## config.mk

```make
export PLATFORM = sky130hd
export DESIGN_NAME = bxt_level
export DESIGN_NICKNAME = d
export VERILOG_FILES = /design/src/hdl/bxt_pkg.sv /design/src/hdl/bxt_level.sv
export SDC_FILE = /design/constraint.sdc
export NUM_CORES = 1
export LEC_CHECK = 0
export BUFFER_PORTS_ARGS = -buffer_cell sky130_fd_sc_hd__buf_4
export CORE_MARGIN = 5
export CORE_UTILIZATION = 35
export DETAILED_ROUTE_END_ITERATION = 12
export GPL_TIMING_DRIVEN = 0
export PLACE_DENSITY = 0.67
export SLEW_MARGIN = 20
export SYNTH_ARGS = -nofsm -noshare
export SYNTH_HDL_FRONTEND = slang
export SYNTH_SLANG_ARGS = --single-unit
```

## constraint.sdc

```tcl
create_clock -name vclk -period 7.57
set_input_delay 0.3785 -clock vclk [all_inputs]
set_output_delay 0.3785 -clock vclk [all_outputs]
set_load 0.005 [all_outputs]
```

## src/hdl/bxt_pkg.sv

```systemverilog
// Shared codes, widths and the per-level step flags of the xor trie.
package bxt_pkg;

  localparam int CNT_W = 16;
  localparam logic [CNT_W-1:0] CNT_MAX = 16'hFFFF;

  localparam logic [1:0] MODE_INS = 2'd0;
  localparam logic [1:0] MODE_DEL = 2'd1;
  localparam logic [1:0] MODE_QRY = 2'd2;

  localparam logic [1:0] ST_OK     = 2'd0;
  localparam logic [1:0] ST_FULL   = 2'd1;
  localparam logic [1:0] ST_ABSENT = 2'd2;

  typedef logic [2:0] op_t;

  localparam op_t OP_ICHK = 3'd0;
  localparam op_t OP_IWR  = 3'd1;
  localparam op_t OP_DCHK = 3'd2;
  localparam op_t OP_DWR  = 3'd3;
  localparam op_t OP_QRY  = 3'd4;

  typedef struct packed {
    logic opp;
    logic miss;
    logic alloc;
    logic wr;
  } step_t;

endpackage

```

## src/hdl/bxt_level.sv

```systemverilog
// One trie level: decides the child, updates the node row, flags stop or allocation.
module bxt_level #(
  parameter int NW = 12
) (
  input  bxt_pkg::op_t                      op,
  input  logic                              kbit,
  input  logic [1:0][NW-1:0]                link_i,
  input  logic [1:0][bxt_pkg::CNT_W-1:0]    cnt_i,
  input  logic [NW-1:0]                     free_node,
  output logic [1:0][NW-1:0]                link_o,
  output logic [1:0][bxt_pkg::CNT_W-1:0]    cnt_o,
  output logic [NW-1:0]                     next_node,
  output bxt_pkg::step_t                    flags
);
  import bxt_pkg::*;

  logic [NW-1:0]    same_l;
  logic [NW-1:0]    opp_l;
  logic [CNT_W-1:0] same_c;
  logic [CNT_W-1:0] opp_c;
  logic             same_live;
  logic             opp_live;

  assign same_l    = link_i[kbit];
  assign opp_l     = link_i[~kbit];
  assign same_c    = cnt_i[kbit];
  assign opp_c     = cnt_i[~kbit];
  assign same_live = (same_l != '0) && (same_c != '0);
  assign opp_live  = (opp_l != '0) && (opp_c != '0);

  always_comb begin
    link_o    = link_i;
    cnt_o     = cnt_i;
    next_node = same_l;
    flags     = '0;
    unique case (op)
      OP_ICHK: begin
        flags.miss = (same_l == '0);
      end
      OP_IWR: begin
        flags.wr = 1'b1;
        if (same_l == '0) begin
          flags.alloc  = 1'b1;
          link_o[kbit] = free_node;
          cnt_o[kbit]  = CNT_W'(1);
          next_node    = free_node;
        end else begin
          cnt_o[kbit] = same_c + 1'b1;
        end
      end
      OP_DCHK: begin
        flags.miss = !same_live;
      end
      OP_DWR: begin
        flags.wr    = 1'b1;
        cnt_o[kbit] = same_c - 1'b1;
      end
      OP_QRY: begin
        if (opp_live) begin
          flags.opp = 1'b1;
          next_node = opp_l;
        end else if (!same_live) begin
          flags.miss = 1'b1;
        end
      end
      default: begin
      end
    endcase
  end

endmodule

```

# [Yosys cells after proc, flatten, opt, wreduce, memory -nomap -nowiden]
# Index checks and enable logic that the tools add are counted.
[word_totals] mem_bits_rw=0 output_inout_bits=72 mem_bits_ro=0 mem_count=0 latchBits=0 regBits=0 in_bits=72
[classes] muxes=30 n_lt_le_gt_ge=3 bitwise=4 shift=0 n_div=0 add_sub_neg=2 n_reduce_logical=11 eq_ne=4 mul=0
[op_table] op="two-way mux 12 bit" count=7
[op_table] op="two-way mux 16 bit" count=5
[op_table] op="bitwise mux 32 bit" count=2
[op_table] op="case mux 32 bit (2 select lines)" count=1
[op_table] op="two-way mux 24 bit" count=2
[op_table] op="two-way mux 32 bit" count=1
[op_table] op="nonzero test 16 bit" count=2
[op_table] op="bitwise AND 30 bit" count=1
[op_table] op="inverter 30 bit" count=1
[op_table] op="bitwise mux 24 bit" count=1
[op_table] op="case mux 12 bit (2 select lines)" count=1
[op_table] op="nonzero test 12 bit" count=2
[op_table] op="adder 16 x 1 -> 16 bit (second input constant)" count=1
[op_table] op="demux 16 bit (select 1 bit)" count=1
[op_table] op="subtractor 16 x 1 -> 16 bit (second input constant)" count=1
[op_table] op="demux 12 bit (select 1 bit)" count=1
[op_table] op="zero test 12 bit" count=1
[op_table] op="two-way mux 1 bit" count=7
[op_table] op="== test 3 x 2 -> 1 bit (second input constant)" count=2
[op_table] op="less-than comparator 1 x 2 -> 1 bit (second input constant)" count=2
[op_table] op="== test 3 x 1 -> 1 bit (second input constant)" count=1
[op_table] op="== test 3 bit (second input constant)" count=1
[op_table] op="logical AND 1 bit" count=3
[op_table] op="zero test 3 bit" count=1
[op_table] op="6 further kinds" count=6

# [Logic depth before layout (Yosys ltp)]
# Gate-level depths: netlist (run 1).
[depth] depth_word=8 depth_mapped=15

# [Worst setup path after synthesis (run 1)]
# Ideal clock, no wire load.
[synth_path] path_kind="input port to output port" start="in kbit" end="out cnt_o[12] (netlist name)" arrival_time_ps=2966 path_slack_ps=4226 stages=14 cell_sequence="buf_6 > clkbuf_8 > clkbuf_8 > buf_4 > clkbuf_1 > a21oi_1 > inv_1 > ha_1 > inv_1 > a221oi_1 > nand3_1 > or4b_1 > a31oi_1 > a221o_1"
[synth_lines] item="from (decl)" line="bxt_level.sv:6" rtl="input logic kbit,"
[synth_lines] item="to (decl)" line="bxt_level.sv:11" rtl="output logic [1:0][bxt_pkg::CNT_W-1:0] cnt_o,"

==> results of run 1 <==
-- layer usage --
layer | track usage | part of all wire | vias to the layer above
met5 | 0 | 0 | -
met4 | 0.0928 | 0.039 | 0
met3 | 0.0479 | 0.099 | 32
met2 | 0.485 | 0.47 | 241
met1 | 0.343 | 0.39 | 1775
li1 | - | - | 1752
-- cell usage in the layout (no fill, tap or decap), drive strengths merged, types with 6 or more instances in the layout --
cell,netlist,layout
xor2,7,7
a22oi,6,6
a21o,24,24
and3,15,15
nor4,19,19
xnor2,6,6
nand4,7,7
nor2,34,34
nand3b,7,7
mux2,10,10
nand3,9,9
nand2,43,43
a221o,19,19
a31oi,8,8
clkbuf,22,22
mux2i,13,13
buf,6,144
a21oi,19,19
nor3,16,16
o21ai,29,29
inv,6,6
-- cell usage after synthesis (all sizes together), types with 2 or more instances --
| library cell | instances | area, sq um |
|---|---|---|
| a31oi | 8 | 50.1 |
| o21ai | 29 | 145 |
| nand3 | 9 | 45.0 |
| inv | 6 | 22.5 |
| or2 | 3 | 18.8 |
| nand2 | 43 | 161 |
| nor3 | 16 | 80.1 |
| a221o | 19 | 190 |
| buf | 6 | 53.8 |
| a21o | 24 | 180 |
| mux2i | 13 | 130 |
| clkbuf | 22 | 103 |
| a21oi | 19 | 95.1 |
| xnor2 | 6 | 52.6 |
| nand4 | 7 | 43.8 |
| nand3b | 7 | 52.6 |
| a221oi | 2 | 17.5 |
| nor4 | 19 | 119 |
| ha | 3 | 37.5 |
| or3 | 5 | 31.3 |
| a31o | 3 | 35.0 |
| a21boi | 3 | 22.5 |
| nor3b | 3 | 22.5 |
| or4 | 3 | 22.5 |
| nor4b | 4 | 35.0 |
| and3 | 15 | 97.6 |
| xor2 | 7 | 61.3 |
| nor2b | 3 | 18.8 |
| mux2 | 10 | 113 |
| a22oi | 6 | 45.0 |
| nand4b | 3 | 26.3 |
| o22ai | 3 | 18.8 |
| o211ai | 5 | 37.5 |
| a211o | 3 | 26.3 |
| nor2 | 34 | 128 |
-- power by group through the flow --
stage | Sequential [mW] | Combinational [mW] | Clock (mW)
floorplan | 0 | 0.0900 | 0
global placement | 0 | 0.197 | 0
detailed placement | 0 | 0.197 | 0
CTS | 0 | 0.198 | 0
global route | 0 | 0.216 | 0
finish | 0 | 0.200 | 0
-- critical path, cell delays in order --
cell and delay [ps]:
sky130_fd_sc_hd__buf_6 110, sky130_fd_sc_hd__clkbuf_8 170, sky130_fd_sc_hd__clkbuf_8 190, sky130_fd_sc_hd__buf_4 220
sky130_fd_sc_hd__clkbuf_1 620, sky130_fd_sc_hd__mux2i_1 200, sky130_fd_sc_hd__inv_1 90, sky130_fd_sc_hd__ha_1 220
sky130_fd_sc_hd__inv_1 70, sky130_fd_sc_hd__a221oi_1 540, sky130_fd_sc_hd__nand3_1 370, sky130_fd_sc_hd__or4b_1 550
sky130_fd_sc_hd__a31oi_1 180, sky130_fd_sc_hd__a221o_1 130, sky130_fd_sc_hd__buf_4 110
-- logic make-up (layout without fill, tap and decap cells) --
group | Yosys count | after routing | synth area share
multiplexers | 23 | 23 | 0.101
AND/OR/NAND/NOR | 177 | 177 | 0.386
buffers and inverters | 36 | 174 | 0.0806
XOR/XNOR | 13 | 13 | 0.0473
AO/OA/AOI/OAI | 127 | 127 | 0.370
adder cells (fa/ha/maj) | 3 | 3 | 0.0156
-- through the flow --
step / utilization / cell area, sq um / hold slack (ps) / instances
detailed placement: 0.524 / 3540 / 1020 / 597
floorplan: - / 2400 / 789 / 379
CTS: 0.524 / 3540 / 1020 / 597
finish: 0.524 / 3540 / 1020 / 597
global placement: 0.524 / 3540 / 1020 / 597
global route: 0.524 / 3540 / 1040 / 597
-- how the worst max path moves through the flow --
stage / start / to / slack (ps) / depth (start not counted)
3_5_place_dp: kbit / cnt_o[12] / 3130 / 15
3_3_place_gp: kbit / cnt_o[12] / 3120 / 15
6_report: kbit / cnt_o[12] / 3020 / 15
4_1_cts: kbit / cnt_o[12] / 3130 / 15
2_1_floorplan: kbit / cnt_o[12] / 4230 / 14
5_1_grt: kbit / cnt_o[12] / 2810 / 15
-- layout make-up --
| cell class | count | area (sq um) |
|---|---|---|
| fillers | 717 | 3220 |
| plain buffers | 29 | 168 |
| inverters | 7 | 26.3 |
| well taps | 80 | 100 |
| multi-input cells | 343 | 2210 |
| repair buffers | 138 | 1040 |
==> results.tsv, run 1 <==
metric	value	unit
run_status	complete, no violations	
setup_viol_count_final	0	
post-route-worst-setup-slack	3020	ps
synthesis.nets	454	
drv_cap	0	
power.share.sequential	0	
layout.sequential_cells	0	
worstPathArrival	4170	ps
timing.max_slew.rel_slack	0.478	
antenna_cells	0	
vias_per_cell	6.37	
final_antenna_net_count	0	
num-nets-final	594	
min-delay-path-class	in -> out	
grt_pass1_vias	3672	
post-route-drc-count	0	
wl_per_cell	21.4	um
unrepaired_setup_endpoints_after_global_routing	false	
die_area	0.00863	sq mm
timing.fmax	220	MHz
crit_required	7190	ps
synth_area	0.00240	sq mm
antenna_violations_before_repair	0	
timing.setup.tns	0	ps
layout-drive-gt1-share	0.323	
worstHoldEndpoint	link_o[8]	
internal-power	0.0985	mW
hold-path-cell-count	3	
count_of_final_hold_check_violations	0	
start_kind	input pin	
gp_congestion	0.927	
net_switching_power	0.101	mW
combinational_fraction_of_design_power	1.000	
post_synthesis_mean_instance_area	6.35	sq um
die_width	92.9	um
grt_max_degree	11	
synth-seq-area-share	0	
report.power.total	0.200	mW
power.leakage	1.63	nW
tightest_slew	783	ps
setup_repair_bufs_after_cts	0	
initial_utilization	0.356	
holdCritStartpoint	link_i[8]	
die_height	92.9	um
detailedRoute.firstPassIterationCount	5	
cts_hold_buffers	0	
grt_first_pass_wirelength	19600	um
powerDensity	56.4	mW/mm^2
core_area	0.00676	sq mm
critical_path.endpoint_type	output pin	
n_clock_buffer	0	
criticalPathCategory	in -> out	
critical_path.max_fanout	10	
netlist_instances	379	
yosys.cell_types.count	48	
cts-resized-gates	0	
detailedPlace.worstSlack	3130	ps
drt_wl_total	12700	um
dp_hpwl	10200	um
netSwitchingFraction	0.507	
area.sequential	0	sq um
grt_usage	0.278	
ioPinCount	144	
grt_overflow_total	0	
dr_vias	3800	
port_buffers	138	
std_cell_rows	30	
final_report_max_slew_violation_count	0	
final_min_period_over_clock_period	0.601	
yosys_warnings	0	
peakVddDrop	0.0226	mV
layout_area_growth_over_synthesis	47.2	%
initial_drc_count	287	
timing.final.crit_period	4550	ps
p_clk_frac	0	
(Power assumes the default switching activity.)
==> run 2, diff against run 1 <==
--- a/config.mk
+++ b/config.mk
@@ -5,12 +5,12 @@
 export SDC_FILE = /design/constraint.sdc
 export NUM_CORES = 1
 export LEC_CHECK = 0
+export ABC_AREA = 1
 export BUFFER_PORTS_ARGS = -buffer_cell sky130_fd_sc_hd__buf_4
 export CORE_MARGIN = 5
 export CORE_UTILIZATION = 35
 export DETAILED_ROUTE_END_ITERATION = 12
 export GPL_TIMING_DRIVEN = 0
-export PLACE_DENSITY = 0.67
 export SLEW_MARGIN = 20
 export SYNTH_ARGS = -nofsm -noshare
 export SYNTH_HDL_FRONTEND = slang
==> constraint.sdc (replaced) <==
create_clock -name vclk -period 4.2
set_input_delay 0.21 -clock vclk [all_inputs]
set_output_delay 0.21 -clock vclk [all_outputs]
set_load 0.005 [all_outputs]
==> run 2 against run 1 <==
Critical path depth fell by 6. Critical endpoint is now cnt_o[8]. Synthesized cell count rose by 110%. Synthesized area rose by 59%. Hold slack got worse by 320 ps.
==> results.tsv, run 2 <==
metric	value	unit	change
grt_first_pass_wirelength	29200	um	+49%
unrepaired_setup_endpoints_after_global_routing	false		
gr-max-usage-layer	met2		
post-route-drc-count	0		unchanged
cts_hold_buffers	0		unchanged
final_report_max_slew_violation_count	0		unchanged
critical_path.endpoint_type	output pin		
yosys_warnings	0		unchanged
antenna_cells	0		unchanged
die_area	0.0131	sq mm	+52%
synth.top_cells.by_count	sky130_fd_sc_hd__nand2_1, sky130_fd_sc_hd__inv_1, sky130_fd_sc_hd__nand3_1, sky130_fd_sc_hd__nor2_1, sky130_fd_sc_hd__o21ai_0		
synth_area	0.00382	sq mm	+59%
synth-seq-area-share	0		unchanged
n_clock_buffer	0		unchanged
num-nets-final	1032		+74%
worstPathCellList	buf_4 -> inv_1 -> nor2_1 -> nand2_1 -> nor2_1 -> inv_1 -> or2_0 -> nand3_1 -> buf_4		
worstHoldEndpoint	link_o[20]		
timing.final.crit_period	2790	ps	
critPathMaxStageDelay	690	ps	+70 ps
initial_utilization	0.354		-0.00188
placedInstanceArea	0.00507	sq mm	+43%
die_height	114	um	+23%
criticalPathCategory	in -> out		
antenna_violations_before_repair	0		unchanged
gp_congestion	1.02		+9.7%
timing.setup.tns	0	ps	unchanged
yosys-top-cells-area	sky130_fd_sc_hd__nand2_1, sky130_fd_sc_hd__nand3_1, sky130_fd_sc_hd__inv_1, sky130_fd_sc_hd__nor2_1, sky130_fd_sc_hd__o21ai_0		
port_buffers	143		+3.6%
wl_per_cell	17.2	um	-20%
cts-resized-gates	0		unchanged
std_cell_rows	38		+27%
dr_vias	5699		+50%
power.leakage	2.87	nW	+76%
setup_repair_bufs_after_cts	0		unchanged
post_synthesis_mean_instance_area	4.71	sq um	-26%
synth_top_area_share	0.318		+0.239
final_core_utilization	0.470		-0.0543
final_antenna_net_count	0		unchanged
crit_slowest_cell	sky130_fd_sc_hd__nor2_1		
ioPinCount	144		unchanged
netlist_instances	812		+110%
core_area	0.0108	sq mm	+60%
grt_pass1_vias	5523		+50%
layout-drive-gt1-share	0.228		-0.0947
detailedRoute.firstPassIterationCount	5		unchanged
finish.instance_area	0.00507	sq mm	+43%
setup_viol_count_final	0		unchanged
dp_hpwl	15300	um	+50%
grt_usage	0.280		+0.00246
grt_max_degree	11		unchanged
run_status	complete, no violations		
hold-path-cell-count	4		+1
yosysMostFrequentCell	sky130_fd_sc_hd__nand2_1		
count_of_final_hold_check_violations	0		unchanged
drv_cap	0		unchanged
met1_usage	0.356		+0.0135
drt_wl_total	18800	um	+48%
gr-usage-met2	0.493		+0.00812
area.sequential	0	sq um	unchanged
layout.sequential_cells	0		unchanged
most-common-layout-cells	sky130_fd_sc_hd__nand2_1, sky130_fd_sc_hd__buf_4, sky130_fd_sc_hd__inv_1, sky130_fd_sc_hd__nand3_1, sky130_fd_sc_hd__nor2_1		
die_width	114	um	+23%
final_min_period_over_clock_period	0.664		
min-delay-path-class	in -> out		
critical_path.max_fanout	9		-1
final.hold.worst_slack	696	ps	-324 ps
grt_overflow_total	0		unchanged
layout_area_growth_over_synthesis	32.7	%	
worstPathArrival	2580	ps	-1590 ps
powerDensity	107	mW/mm^2	+91%
vias_per_cell	5.20		-18%
number_of_filler_instances_in_the_final_layout	1286		+79%
yosys.cell_types.count	38		-21%
start_kind	input pin		
timing.fmax	359	MHz	
initial_drc_count	540		+88%
synth_largest_area_cell	sky130_fd_sc_hd__nand2_1		
synthesis.nets	887		+95%
commonest_non_fill_non_tap_cell_in_the_layout	sky130_fd_sc_hd__nand2_1		
holdCritStartpoint	link_i[20]		
tightest_slew	927	ps	+144 ps
timing.max_slew.rel_slack	0.380		-0.0982
peakVddDrop	0.0502	mV	+120%
crit_required	3990	ps	-3200 ps
grt.met3_usage	0.0465		-0.00142
## run 2: changes by cell type in the layout (fill, tap and decap cells not counted), sizes merged, moves of 13 or more
cell and delta:
nand2 +293, a221o -19, nor4 -19, mux2i -13
nor2 +52, nand3 +96, inv +104, clkbuf -16
o21ai +34, buf +26, a21o -24, and3 -15
## run 2: metal layers
layer  share of wire  wire [um]
met1            0.41       7700
met2            0.46       8720
met3           0.097       1830
met4           0.030        565
met5               0          0
## run 2: final cells by class
cell class / instances / area, sq um / share of cell area
Multi-Input combinational cell: 668 / 3150 / 0.621
Timing Repair Buffer: 143 / 1070 / 0.212
Inverter: 111 / 422 / 0.0832
Buffer: 33 / 249 / 0.0491
Tap cell: 140 / 175 / 0.0346
## run 2: logic make-up after synthesis
family	count (synthesis)	synth area share
AOI/OAI and AO/OA	116	0.199
buffers and inverters	144	0.176
xor gates and xnor gates	4	0.00917
adders and majority gates	3	0.00982
and+or+nand+nor	545	0.606
## run 2: how the worst max path moves through the flow
stage          startpoint   endpoint  slack (ps)  cells past startpoint
6_report            op[0]   cnt_o[8]        1410                      9
5_1_grt             op[0]  cnt_o[29]        1390                     11
3_3_place_gp        op[2]   cnt_o[8]        1490                      8
2_1_floorplan        kbit  cnt_o[26]        2260                     15
4_1_cts             op[0]   cnt_o[8]        1500                      9
3_5_place_dp        op[0]   cnt_o[8]        1520                      9
## run 2: worst max-delay path, delay by kind of cell
family	cells	cell delay, ps
and+or+nand+nor	5	1860
buffers and inverters	4	500
## run 2: power breakdown
group | leakage (nW) | internal, mW | switching (mW) | total, mW
Combinational | 2.87 | 0.226 | 0.319 | 0.545
Clock | 0 | 0 | 0 | 0
Sequential | 0 | 0 | 0 | 0
## run 2: per-stage QoR
stage / setup WS, ps / total power [mW] / cells
global route: 1390 / 0.602 / 1095
floorplan: 2260 / 0.296 / 812
detailed placement: 1520 / 0.538 / 1095
global placement: 1490 / 0.541 / 1095
CTS: 1500 / 0.541 / 1095
finish: 1410 / 0.545 / 1095
